`src/rtl/wft_pkg.sv`:
```
// Shared types and constants of the wall-follow turn controller.
package wft_pkg;

  // Request kinds carried in the input tuser
  typedef enum logic [1:0] {
    REQ_POSE  = 2'd0,
    REQ_RANGE = 2'd1,
    REQ_TICK  = 2'd2,
    REQ_NONE  = 2'd3
  } req_e;

  // Configuration register indexes
  localparam logic [2:0] CFG_FRONT_CLEAR = 3'd0;
  localparam logic [2:0] CFG_SIDE_MARGIN = 3'd1;
  localparam logic [2:0] CFG_LEG_LENGTH  = 3'd2;
  localparam logic [2:0] CFG_CRUISE      = 3'd3;
  localparam logic [2:0] CFG_TURN_RATE   = 3'd4;
  localparam logic [2:0] CFG_DEADBAND    = 3'd5;
  localparam logic [2:0] CFG_CORR_LIMIT  = 3'd6;
  localparam logic [2:0] CFG_GAIN        = 3'd7;

  // Register reset values
  localparam logic [15:0] FRONT_CLEAR_RST = 16'd450;
  localparam logic [15:0] SIDE_MARGIN_RST = 16'd200;
  localparam logic [31:0] LEG_SQ_RST      = 32'd90000;  // 300 mm squared
  localparam logic [9:0]  CRUISE_RST      = 10'd200;
  localparam logic [9:0]  TURN_RATE_RST   = 10'd250;
  localparam logic [13:0] DEADBAND_RST    = 14'd364;
  localparam logic [9:0]  CORR_LIMIT_RST  = 10'd150;
  localparam logic [15:0] GAIN_RST        = 16'd1885;

  // Range reset and binary-angle constants
  localparam logic [15:0]        RANGE_RST    = 16'd10000;
  localparam logic signed [15:0] QUARTER      = 16'sd16384;
  localparam logic signed [15:0] NEG_QUARTER  = -16'sd16384;
  localparam logic [13:0]        EIGHTH       = 14'd8192;
  localparam logic [14:0]        QUARTER_MAG  = 15'd16384;
  localparam logic [30:0]        ROUND_HALF   = 31'd32768;

  // Configuration as seen by the datapath
  typedef struct packed {
    logic [15:0] front_clear;
    logic [15:0] side_margin;
    logic [31:0] leg_sq;
    logic [9:0]  cruise_speed;
    logic [9:0]  turn_rate;
    logic [13:0] deadband;
    logic [9:0]  corr_limit;
    logic [15:0] gain;
  } cfg_t;

  // One input item
  typedef struct packed {
    req_e               req;
    logic signed [15:0] pos_x;
    logic signed [15:0] pos_y;
    logic signed [15:0] yaw;
    logic [15:0]        front;
    logic [15:0]        right;
    logic [15:0]        left;
  } item_t;

  // One drive command
  typedef struct packed {
    logic [9:0]         linear_speed;
    logic signed [10:0] angular_rate;
    logic [1:0]         drive_mode;
  } res_t;

  // Heading error to the nearest quadrant, sign and magnitude
  typedef struct packed {
    logic        neg;
    logic [13:0] mag;
  } herr_t;

endpackage

```
`src/rtl/wft_cfg_regs.sv`:
```
// Configuration register file with the squared leg length kept ready.
module wft_cfg_regs
  import wft_pkg::*;
(
  input  logic        clk_i,
  input  logic        rst_ni,
  input  logic        cfg_valid_i,
  input  logic [2:0]  cfg_index_i,
  input  logic [15:0] cfg_data_i,
  output cfg_t        cfg_o
);

  cfg_t        cfg_q;
  logic [31:0] leg_sq_d;

  // Leg length is only ever used squared
  assign leg_sq_d = {16'b0, cfg_data_i} * {16'b0, cfg_data_i};

  always_ff @(posedge clk_i or negedge rst_ni) begin
    if (!rst_ni) begin
      cfg_q.front_clear  <= FRONT_CLEAR_RST;
      cfg_q.side_margin  <= SIDE_MARGIN_RST;
      cfg_q.leg_sq       <= LEG_SQ_RST;
      cfg_q.cruise_speed <= CRUISE_RST;
      cfg_q.turn_rate    <= TURN_RATE_RST;
      cfg_q.deadband     <= DEADBAND_RST;
      cfg_q.corr_limit   <= CORR_LIMIT_RST;
      cfg_q.gain         <= GAIN_RST;
    end else if (cfg_valid_i) begin
      case (cfg_index_i)
        CFG_FRONT_CLEAR: cfg_q.front_clear  <= cfg_data_i;
        CFG_SIDE_MARGIN: cfg_q.side_margin  <= cfg_data_i;
        CFG_LEG_LENGTH:  cfg_q.leg_sq       <= leg_sq_d;
        CFG_CRUISE:      cfg_q.cruise_speed <= cfg_data_i[9:0];
        CFG_TURN_RATE:   cfg_q.turn_rate    <= cfg_data_i[9:0];
        CFG_DEADBAND:    cfg_q.deadband     <= cfg_data_i[13:0];
        CFG_CORR_LIMIT:  cfg_q.corr_limit   <= cfg_data_i[9:0];
        CFG_GAIN:        cfg_q.gain         <= cfg_data_i;
        default: ;
      endcase
    end
  end

  assign cfg_o = cfg_q;

endmodule

```
`src/rtl/wft_heading.sv`:
```
// Heading correction: deadband, gain multiply with rounding, saturation.
module wft_heading
  import wft_pkg::*;
(
  input  herr_t              err_i,
  input  logic [13:0]        deadband_i,
  input  logic [15:0]        gain_i,
  input  logic [9:0]         limit_i,
  output logic signed [10:0] corr_o
);

  logic [29:0] prod;
  logic [30:0] rnd;
  logic [14:0] cmag;
  logic [9:0]  sat;
  logic        active;

  // Work on the magnitude so rounding is symmetric about zero
  assign prod   = {16'b0, err_i.mag} * {14'b0, gain_i};
  assign rnd    = {1'b0, prod} + ROUND_HALF;
  assign cmag   = rnd[30:16];
  assign sat    = (cmag > {5'b0, limit_i}) ? limit_i : cmag[9:0];
  assign active = err_i.mag > deadband_i;

  always_comb begin
    if (!active) begin
      corr_o = '0;
    end else if (err_i.neg) begin
      corr_o = -$signed({1'b0, sat});
    end else begin
      corr_o = $signed({1'b0, sat});
    end
  end

endmodule

```
`src/rtl/wft_core.sv`:
```
// Pose and range state plus the GO / turn mode machine for control ticks.
module wft_core
  import wft_pkg::*;
(
  input  logic  clk_i,
  input  logic  rst_ni,
  input  logic  fire_i,
  input  item_t item_i,
  input  cfg_t  cfg_i,
  output res_t  res_o
);

  typedef enum logic [1:0] {
    MODE_GO    = 2'd0,
    MODE_RIGHT = 2'd1,
    MODE_LEFT  = 2'd2
  } mode_e;

  mode_e              mode_q, mode_d;
  logic               started_q;
  logic signed [15:0] cur_x_q, cur_y_q, cur_yaw_q;
  logic signed [15:0] leg_x_q, leg_y_q, turn_yaw_q;
  logic signed [15:0] leg_x_d, leg_y_d, turn_yaw_d;
  logic [15:0]        front_q, right_q, left_q;
  herr_t              err_q, err_d;

  logic signed [16:0] dx, dy;
  logic signed [33:0] sq_x, sq_y;
  logic [32:0]        dist2;
  logic               leg_done;
  logic signed [16:0] side_diff;
  logic               right_gap;
  logic               clear;
  logic signed [15:0] yaw_delta;
  logic signed [10:0] corr;
  logic [9:0]         lin;
  logic signed [10:0] ang;

  // Quadrant heading error of an incoming yaw, ties away from zero
  logic [13:0] yaw_rem;
  logic        round_up;
  assign yaw_rem  = item_i.yaw[13:0];
  assign round_up = item_i.yaw[15] ? (yaw_rem > EIGHTH) : (yaw_rem >= EIGHTH);

  always_comb begin
    if (round_up) begin
      err_d.neg = 1'b0;
      err_d.mag = 14'(QUARTER_MAG - {1'b0, yaw_rem});
    end else begin
      err_d.neg = 1'b1;
      err_d.mag = yaw_rem;
    end
  end

  // Leg distance squared against the squared leg length
  assign dx       = {cur_x_q[15], cur_x_q} - {leg_x_q[15], leg_x_q};
  assign dy       = {cur_y_q[15], cur_y_q} - {leg_y_q[15], leg_y_q};
  assign sq_x     = dx * dx;
  assign sq_y     = dy * dy;
  assign dist2    = {1'b0, sq_x[31:0]} + {1'b0, sq_y[31:0]};
  assign leg_done = dist2 >= {1'b0, cfg_i.leg_sq};

  // Range tests
  assign side_diff = {1'b0, right_q} - {1'b0, left_q};
  assign right_gap = side_diff > $signed({1'b0, cfg_i.side_margin});
  assign clear     = front_q > cfg_i.front_clear;

  // Yaw turned since the turn began, wrapped
  assign yaw_delta = cur_yaw_q - turn_yaw_q;

  wft_heading u_heading (
    .err_i      (err_q),
    .deadband_i (cfg_i.deadband),
    .gain_i     (cfg_i.gain),
    .limit_i    (cfg_i.corr_limit),
    .corr_o     (corr)
  );

  // Mode machine for one tick
  always_comb begin
    mode_d     = mode_q;
    leg_x_d    = leg_x_q;
    leg_y_d    = leg_y_q;
    turn_yaw_d = turn_yaw_q;
    lin        = '0;
    ang        = '0;
    case (mode_q)
      MODE_LEFT: begin
        if (yaw_delta < QUARTER) begin
          ang = $signed({1'b0, cfg_i.turn_rate});
        end else begin
          mode_d  = MODE_GO;
          leg_x_d = cur_x_q;
          leg_y_d = cur_y_q;
        end
      end
      MODE_RIGHT: begin
        if (yaw_delta > NEG_QUARTER) begin
          ang = -$signed({1'b0, cfg_i.turn_rate});
        end else begin
          mode_d  = MODE_GO;
          leg_x_d = cur_x_q;
          leg_y_d = cur_y_q;
        end
      end
      default: begin
        mode_d = MODE_GO;
        if (leg_done) begin
          if (right_gap && clear) begin
            mode_d     = MODE_RIGHT;
            turn_yaw_d = cur_yaw_q;
          end else if ((left_q > right_q) && !clear) begin
            mode_d     = MODE_LEFT;
            turn_yaw_d = cur_yaw_q;
          end
        end
        if (clear) begin
          lin = cfg_i.cruise_speed;
          ang = corr;
        end
      end
    endcase
  end

  assign res_o.linear_speed = lin;
  assign res_o.angular_rate = ang;
  assign res_o.drive_mode   = mode_d;

  // State update per processed item
  always_ff @(posedge clk_i or negedge rst_ni) begin
    if (!rst_ni) begin
      mode_q     <= MODE_GO;
      started_q  <= 1'b0;
      cur_x_q    <= '0;
      cur_y_q    <= '0;
      cur_yaw_q  <= '0;
      err_q      <= '0;
      leg_x_q    <= '0;
      leg_y_q    <= '0;
      turn_yaw_q <= '0;
      front_q    <= RANGE_RST;
      right_q    <= RANGE_RST;
      left_q     <= RANGE_RST;
    end else if (fire_i) begin
      case (item_i.req)
        REQ_POSE: begin
          cur_x_q   <= item_i.pos_x;
          cur_y_q   <= item_i.pos_y;
          cur_yaw_q <= item_i.yaw;
          err_q     <= err_d;
          if (!started_q) begin
            leg_x_q    <= item_i.pos_x;
            leg_y_q    <= item_i.pos_y;
            turn_yaw_q <= item_i.yaw;
            started_q  <= 1'b1;
          end
        end
        REQ_RANGE: begin
          front_q   <= item_i.front;
          right_q   <= item_i.right;
          left_q    <= item_i.left;
          started_q <= 1'b1;
        end
        REQ_TICK: begin
          mode_q     <= mode_d;
          leg_x_q    <= leg_x_d;
          leg_y_q    <= leg_y_d;
          turn_yaw_q <= turn_yaw_d;
        end
        default: ;
      endcase
    end
  end

endmodule

```
`src/rtl/wall_follow_turn_controller.sv`:
```
// A tick's command is registered in the input register and then in the output register before it
// shows on the master side; a stalled result can hold the tick in the input register.
// Throughput: one item per cycle; a tick stalls intake only while a stalled result holds it.
// Pose and range updates give no result and only pass through the input register.
// Reset (async, active low) empties both registers, restores register defaults,
// sets mode GO, clears pose and leg start, and sets all ranges to 10000 mm.
module wall_follow_turn_controller
  import wft_pkg::*;
(
  input  logic        clk_i,
  input  logic        rst_ni,
  // input stream
  input  logic        s_axis_tvalid,
  output logic        s_axis_tready,
  // tdata: pos_x_mm, pos_y_mm, yaw_angle, range_front_mm, range_right_mm, range_left_mm
  input  logic [95:0] s_axis_tdata,
  // tuser: req_type
  input  logic [1:0]  s_axis_tuser,
  // output stream
  output logic        m_axis_tvalid,
  input  logic        m_axis_tready,
  // tdata: linear_speed, angular_rate, drive_mode, one zero pad bit
  output logic [23:0] m_axis_tdata,
  // configuration writes
  input  logic        cfg_valid_i,
  output logic        cfg_ready_o,
  input  logic [2:0]  cfg_index_i,
  input  logic [15:0] cfg_data_i
);

  cfg_t  cfg;
  item_t in_item, in_item_q;
  logic  in_valid_q;
  res_t  res, out_res_q;
  logic  out_valid_q;
  logic  is_tick, out_free, fire;

  assign cfg_ready_o = 1'b1;

  wft_cfg_regs u_cfg (
    .clk_i       (clk_i),
    .rst_ni      (rst_ni),
    .cfg_valid_i (cfg_valid_i),
    .cfg_index_i (cfg_index_i),
    .cfg_data_i  (cfg_data_i),
    .cfg_o       (cfg)
  );

  // Unpack the input transfer
  assign in_item.req   = req_e'(s_axis_tuser);
  assign in_item.pos_x = s_axis_tdata[15:0];
  assign in_item.pos_y = s_axis_tdata[31:16];
  assign in_item.yaw   = s_axis_tdata[47:32];
  assign in_item.front = s_axis_tdata[63:48];
  assign in_item.right = s_axis_tdata[79:64];
  assign in_item.left  = s_axis_tdata[95:80];

  // Handshake: only a tick needs room in the output register
  assign is_tick       = in_item_q.req == REQ_TICK;
  assign out_free      = !out_valid_q || m_axis_tready;
  assign fire          = in_valid_q && (!is_tick || out_free);
  assign s_axis_tready = !in_valid_q || fire;

  wft_core u_core (
    .clk_i  (clk_i),
    .rst_ni (rst_ni),
    .fire_i (fire),
    .item_i (in_item_q),
    .cfg_i  (cfg),
    .res_o  (res)
  );

  // Stage valid flags
  always_ff @(posedge clk_i or negedge rst_ni) begin
    if (!rst_ni) begin
      in_valid_q  <= 1'b0;
      out_valid_q <= 1'b0;
    end else begin
      if (s_axis_tready) begin
        in_valid_q <= s_axis_tvalid;
      end
      if (fire && is_tick) begin
        out_valid_q <= 1'b1;
      end else if (m_axis_tready) begin
        out_valid_q <= 1'b0;
      end
    end
  end

  // Stage payloads
  always_ff @(posedge clk_i) begin
    if (s_axis_tvalid && s_axis_tready) begin
      in_item_q <= in_item;
    end
    if (fire && is_tick) begin
      out_res_q <= res;
    end
  end

  assign m_axis_tvalid = out_valid_q;
  assign m_axis_tdata  = {1'b0, out_res_q.drive_mode, out_res_q.angular_rate,
                          out_res_q.linear_speed};

endmodule

```
`config.mk`:
```
export PLATFORM = sky130hd
export DESIGN_NAME = wall_follow_turn_controller
export DESIGN_NICKNAME = d
export VERILOG_FILES = /design/src/rtl/wft_pkg.sv /design/src/rtl/wft_cfg_regs.sv /design/src/rtl/wft_heading.sv /design/src/rtl/wft_core.sv /design/src/rtl/wall_follow_turn_controller.sv
export SDC_FILE = /design/constraint.sdc
export NUM_CORES = 2
export LEC_CHECK = 0
export ABC_AREA = 1
export BUFFER_PORTS_ARGS = -buffer_cell sky130_fd_sc_hd__buf_4
export CELL_PAD_IN_SITES_DETAIL_PLACEMENT = 0
export CELL_PAD_IN_SITES_GLOBAL_PLACEMENT = 1
export CORE_ASPECT_RATIO = 0.5
export CORE_MARGIN = 5
export CORE_UTILIZATION = 54
export CTS_CLUSTER_SIZE = 30
export DETAILED_ROUTE_END_ITERATION = 10
export PLACE_DENSITY = 0.95
export SETUP_SLACK_MARGIN = 0.05
export SLEW_MARGIN = 25
export SYNTH_ARGS = -nofsm -noshare
export SYNTH_HDL_FRONTEND = slang
export SYNTH_HIERARCHICAL = 1
export SYNTH_SLANG_ARGS = --single-unit
```
`constraint.sdc`:
```
create_clock -name clk_i -period 16.9 [get_ports clk_i]
set_input_delay 2.535 -clock clk_i [delete_from_list [all_inputs] [get_ports clk_i]]
set_output_delay 2.535 -clock clk_i [all_outputs]
set_load 0.05 [all_outputs]
```
==> results.json <==
{
  "drc": 0,
  "path_max_fanout": 22,
  "die-area_sq_um": 115000,
  "clkTransAtPathRegs_ps": 70,
  "dpl-instance-area_sq_um": 60800,
  "synthFlopType": "dfrtp_1",
  "worstSetupPathType": "reg -> reg",
  "max_freq_ghz": 0.0871,
  "regToRegEndpoint": "u_core/turn_yaw_q[4]",
  "holdCritStartpoint": "in_item_q[47]",
  "drv_cap": 0,
  "crit_buf_inv": 5,
  "drt_pre_antenna_iters": 6,
  "reg2reg_from": "u_core/cur_x_q[0]",
  "gp_congestion": 0.929,
  "synth_edf_count": 121,
  "clock-sinks": 407,
  "finalInstanceArea_sq_um": 62200,
  "syn_area_sq_um": 58500,
  "postCtsSetupBuffers": 0,
  "finalHoldViolations": 0,
  "cts_tree": "done",
  "overflow": 0,
  "wl_microns": 141000,
  "grt_usage_pct": 25.2,
  "routed_via_density": 5.14,
  "async_reset_ff_share_pct": 70.3,
  "worstHoldPathType": "reg -> reg",
  "io_pins": 149,
  "synth_area_leaders": "fa_1 29%, ha_1 12%, inv_1 12%, dfrtp_1 9.8%, nand2_1 9.6%",
  "fin_crit_sh_pct": 67.9,
  "tightest_slew_ps": 947,
  "ys_types": 78,
  "yosys.area.top_type": "fa_1",
  "arrival_ps": 11950,
  "yosysWarnings": 6,
  "start_kind": "flop",
  "synth_cells": 7136,
  "dr_total_vias": 44400,
  "die_h_microns": 243,
  "endpoint_kind": "flop",
  "clk_latency_ps": 590,
  "row_count": 85,
  "ys_ff_latch": 407,
  "nNetsFinal": 8691,
  "synthesis.nets": 8659,
  "numCtsBuffers": 42,
  "postSynthAreaPerCell_sq_um": 8.20,
  "grt_pass1_wl_microns": 236000,
  "setup_tns_ps": 0,
  "portBuffers": 146,
  "whs_endpoint": "u_core/front_q[15]",
  "htree_levels": 2,
  "required_ps": 17370,
  "slew_viol_final": 0,
  "skew_ps": 26.5,
  "ctsHoldBuffers": 0,
  "grt_start_max_net_pins": 91,
  "wl_per_cell_microns": 16.3,
  "grt_pass1_vias": 46200,
  "cts_resized": 0,
  "synthToLayoutAreaGrowth_pct": 6.37,
  "cts_root_buf": "clkbuf_16",
  "path_common_cell": "nand2_1",
  "slowest_delay_ps": 600,
  "min_period_ps": 11480,
  "fillers": 9641,
  "cp_slowest_cell": "fa_1",
  "drive_gt1_share_pct": 7.07,
  "die_w_microns": 476,
  "start_util_pct": 54.4,
  "synth_top_area_share_pct": 29.0,
  "utilization_pct": 57.9,
  "holdPathStages": 1,
  "cts_buffer_depth": 3,
  "yosysSeqAreaShare_pct": 18.6,
  "antenna_found_initial": 7,
  "dpl.hpwl_microns": 116000,
  "yosysMostFrequentCell": "inv_1",
  "max_slew_margin_pct": 36.6,
  "cp_top_family": "adder cells",
  "core_sq_um": 108000,
  "reg2reg_depth": 46,
  "grt_setup_unrepaired": "false",
  "drt.antenna.violating_nets": 0,
  "synth_common_cells": "1835 x inv_1, 1494 x nand2_1, 849 x fa_1",
  "r2r_slack_ps": 5420,
  "drt_iter0_drc": 2868,
  "status": "finished, final reports clean",
  "setup_viol": 0
}
sequential cells by signal (all words and copies together) (netlist names), 2 cells and up:
register           count
u_core/mode_q          2
u_core/cur_x_q        16
u_cfg/cfg_o          123
u_core/err_q          14
u_core/left_q         16
u_core/turn_yaw_q     16
u_core/right_q        16
u_core/cur_yaw_q      16
u_core/leg_y_q        16
m_axis_tdata          23
u_core/cur_y_q        16
u_core/front_q        16
in_item_q             98
u_core/leg_x_q        16
metal layers:
metal	vias up	global-route usage (%)	routed length (microns)	part of all wire (%)
li1	21500	-	-	-
met2	1194	42.0	65700	47
met1	21500	34.5	62700	45
met5	-	0	57	0.041
met3	239	4.26	8730	6.2
met4	10	5.99	3540	2.5
layout by cell type (no fill, tap or decap), types with 26 or more instances in the layout:
| cell | count |
|---|---|
| nand2_2 | 45 |
| inv_1 | 1834 |
| mux2_2 | 31 |
| a21oi_1 | 275 |
| xnor2_1 | 87 |
| xor2_1 | 111 |
| nand4_1 | 38 |
| nand2_1 | 1493 |
| nand3_1 | 177 |
| nor3_1 | 40 |
| nor2_1 | 434 |
| dfstp_2 | 57 |
| buf_4 | 178 |
| fa_1 | 849 |
| clkbuf_16 | 46 |
| edfxtp_1 | 121 |
| o21ai_0 | 247 |
| o21ai_1 | 26 |
| ha_1 | 552 |
| dfrtp_1 | 229 |
logic make-up (layout without fill, tap and decap cells):
family / Yosys count / after routing / share of synthesized area (%)
simple gates: 2339 / 2339 / 16.7
buf+inv: 2052 / 2118 / 13.4
mux: 31 / 31 / 0.597
fa+ha+maj: 1401 / 1401 / 40.9
xor+xnor: 204 / 204 / 3.13
other cells: 3 / 4 / 0.0192
flops: 407 / 407 / 18.6
compound gates: 699 / 699 / 6.69
worst max path at each step:
stage,start,to,slack [ps],depth (start not counted)
after floorplan,u_core/cur_x_q[0],u_core/turn_yaw_q[10],7240,50
after global placement,u_core/cur_x_q[0],u_core/turn_yaw_q[3],5700,51
after detailed placement,u_core/cur_x_q[0],u_core/turn_yaw_q[4],5530,46
after CTS,u_core/cur_x_q[0],u_core/turn_yaw_q[4],5460,46
after global routing,u_core/cur_x_q[0],u_core/turn_yaw_q[2],4430,52
final,u_core/cur_x_q[0],u_core/turn_yaw_q[4],5420,46
layout make-up:
cell class              instances  area [sq um]  share of cell area (%)
flip-flops and latches        407         10900                    17.5
inverters                    1860          6980                    11.2
well taps                    1435          1800                    2.88
clock inverters                23           224                   0.360
clock buffers                  55          1190                    1.92
diodes                          1          2.50                 0.00402
repair buffers                180          1360                    2.19
multi-input cells            4677         39800                    64.0
per-stage QoR:
step	worst slack (ps)	hold slack, ps	std cells
final	5420	463	8638
after global routing	4430	475	8637
after CTS	5460	460	8637
after detailed placement	5530	463	8559
after global placement	5700	458	8559
after floorplan	7240	440	7136
Power is not shown: default switching activity piles up to over one toggle a cycle in this logic, so the estimate is an artifact.
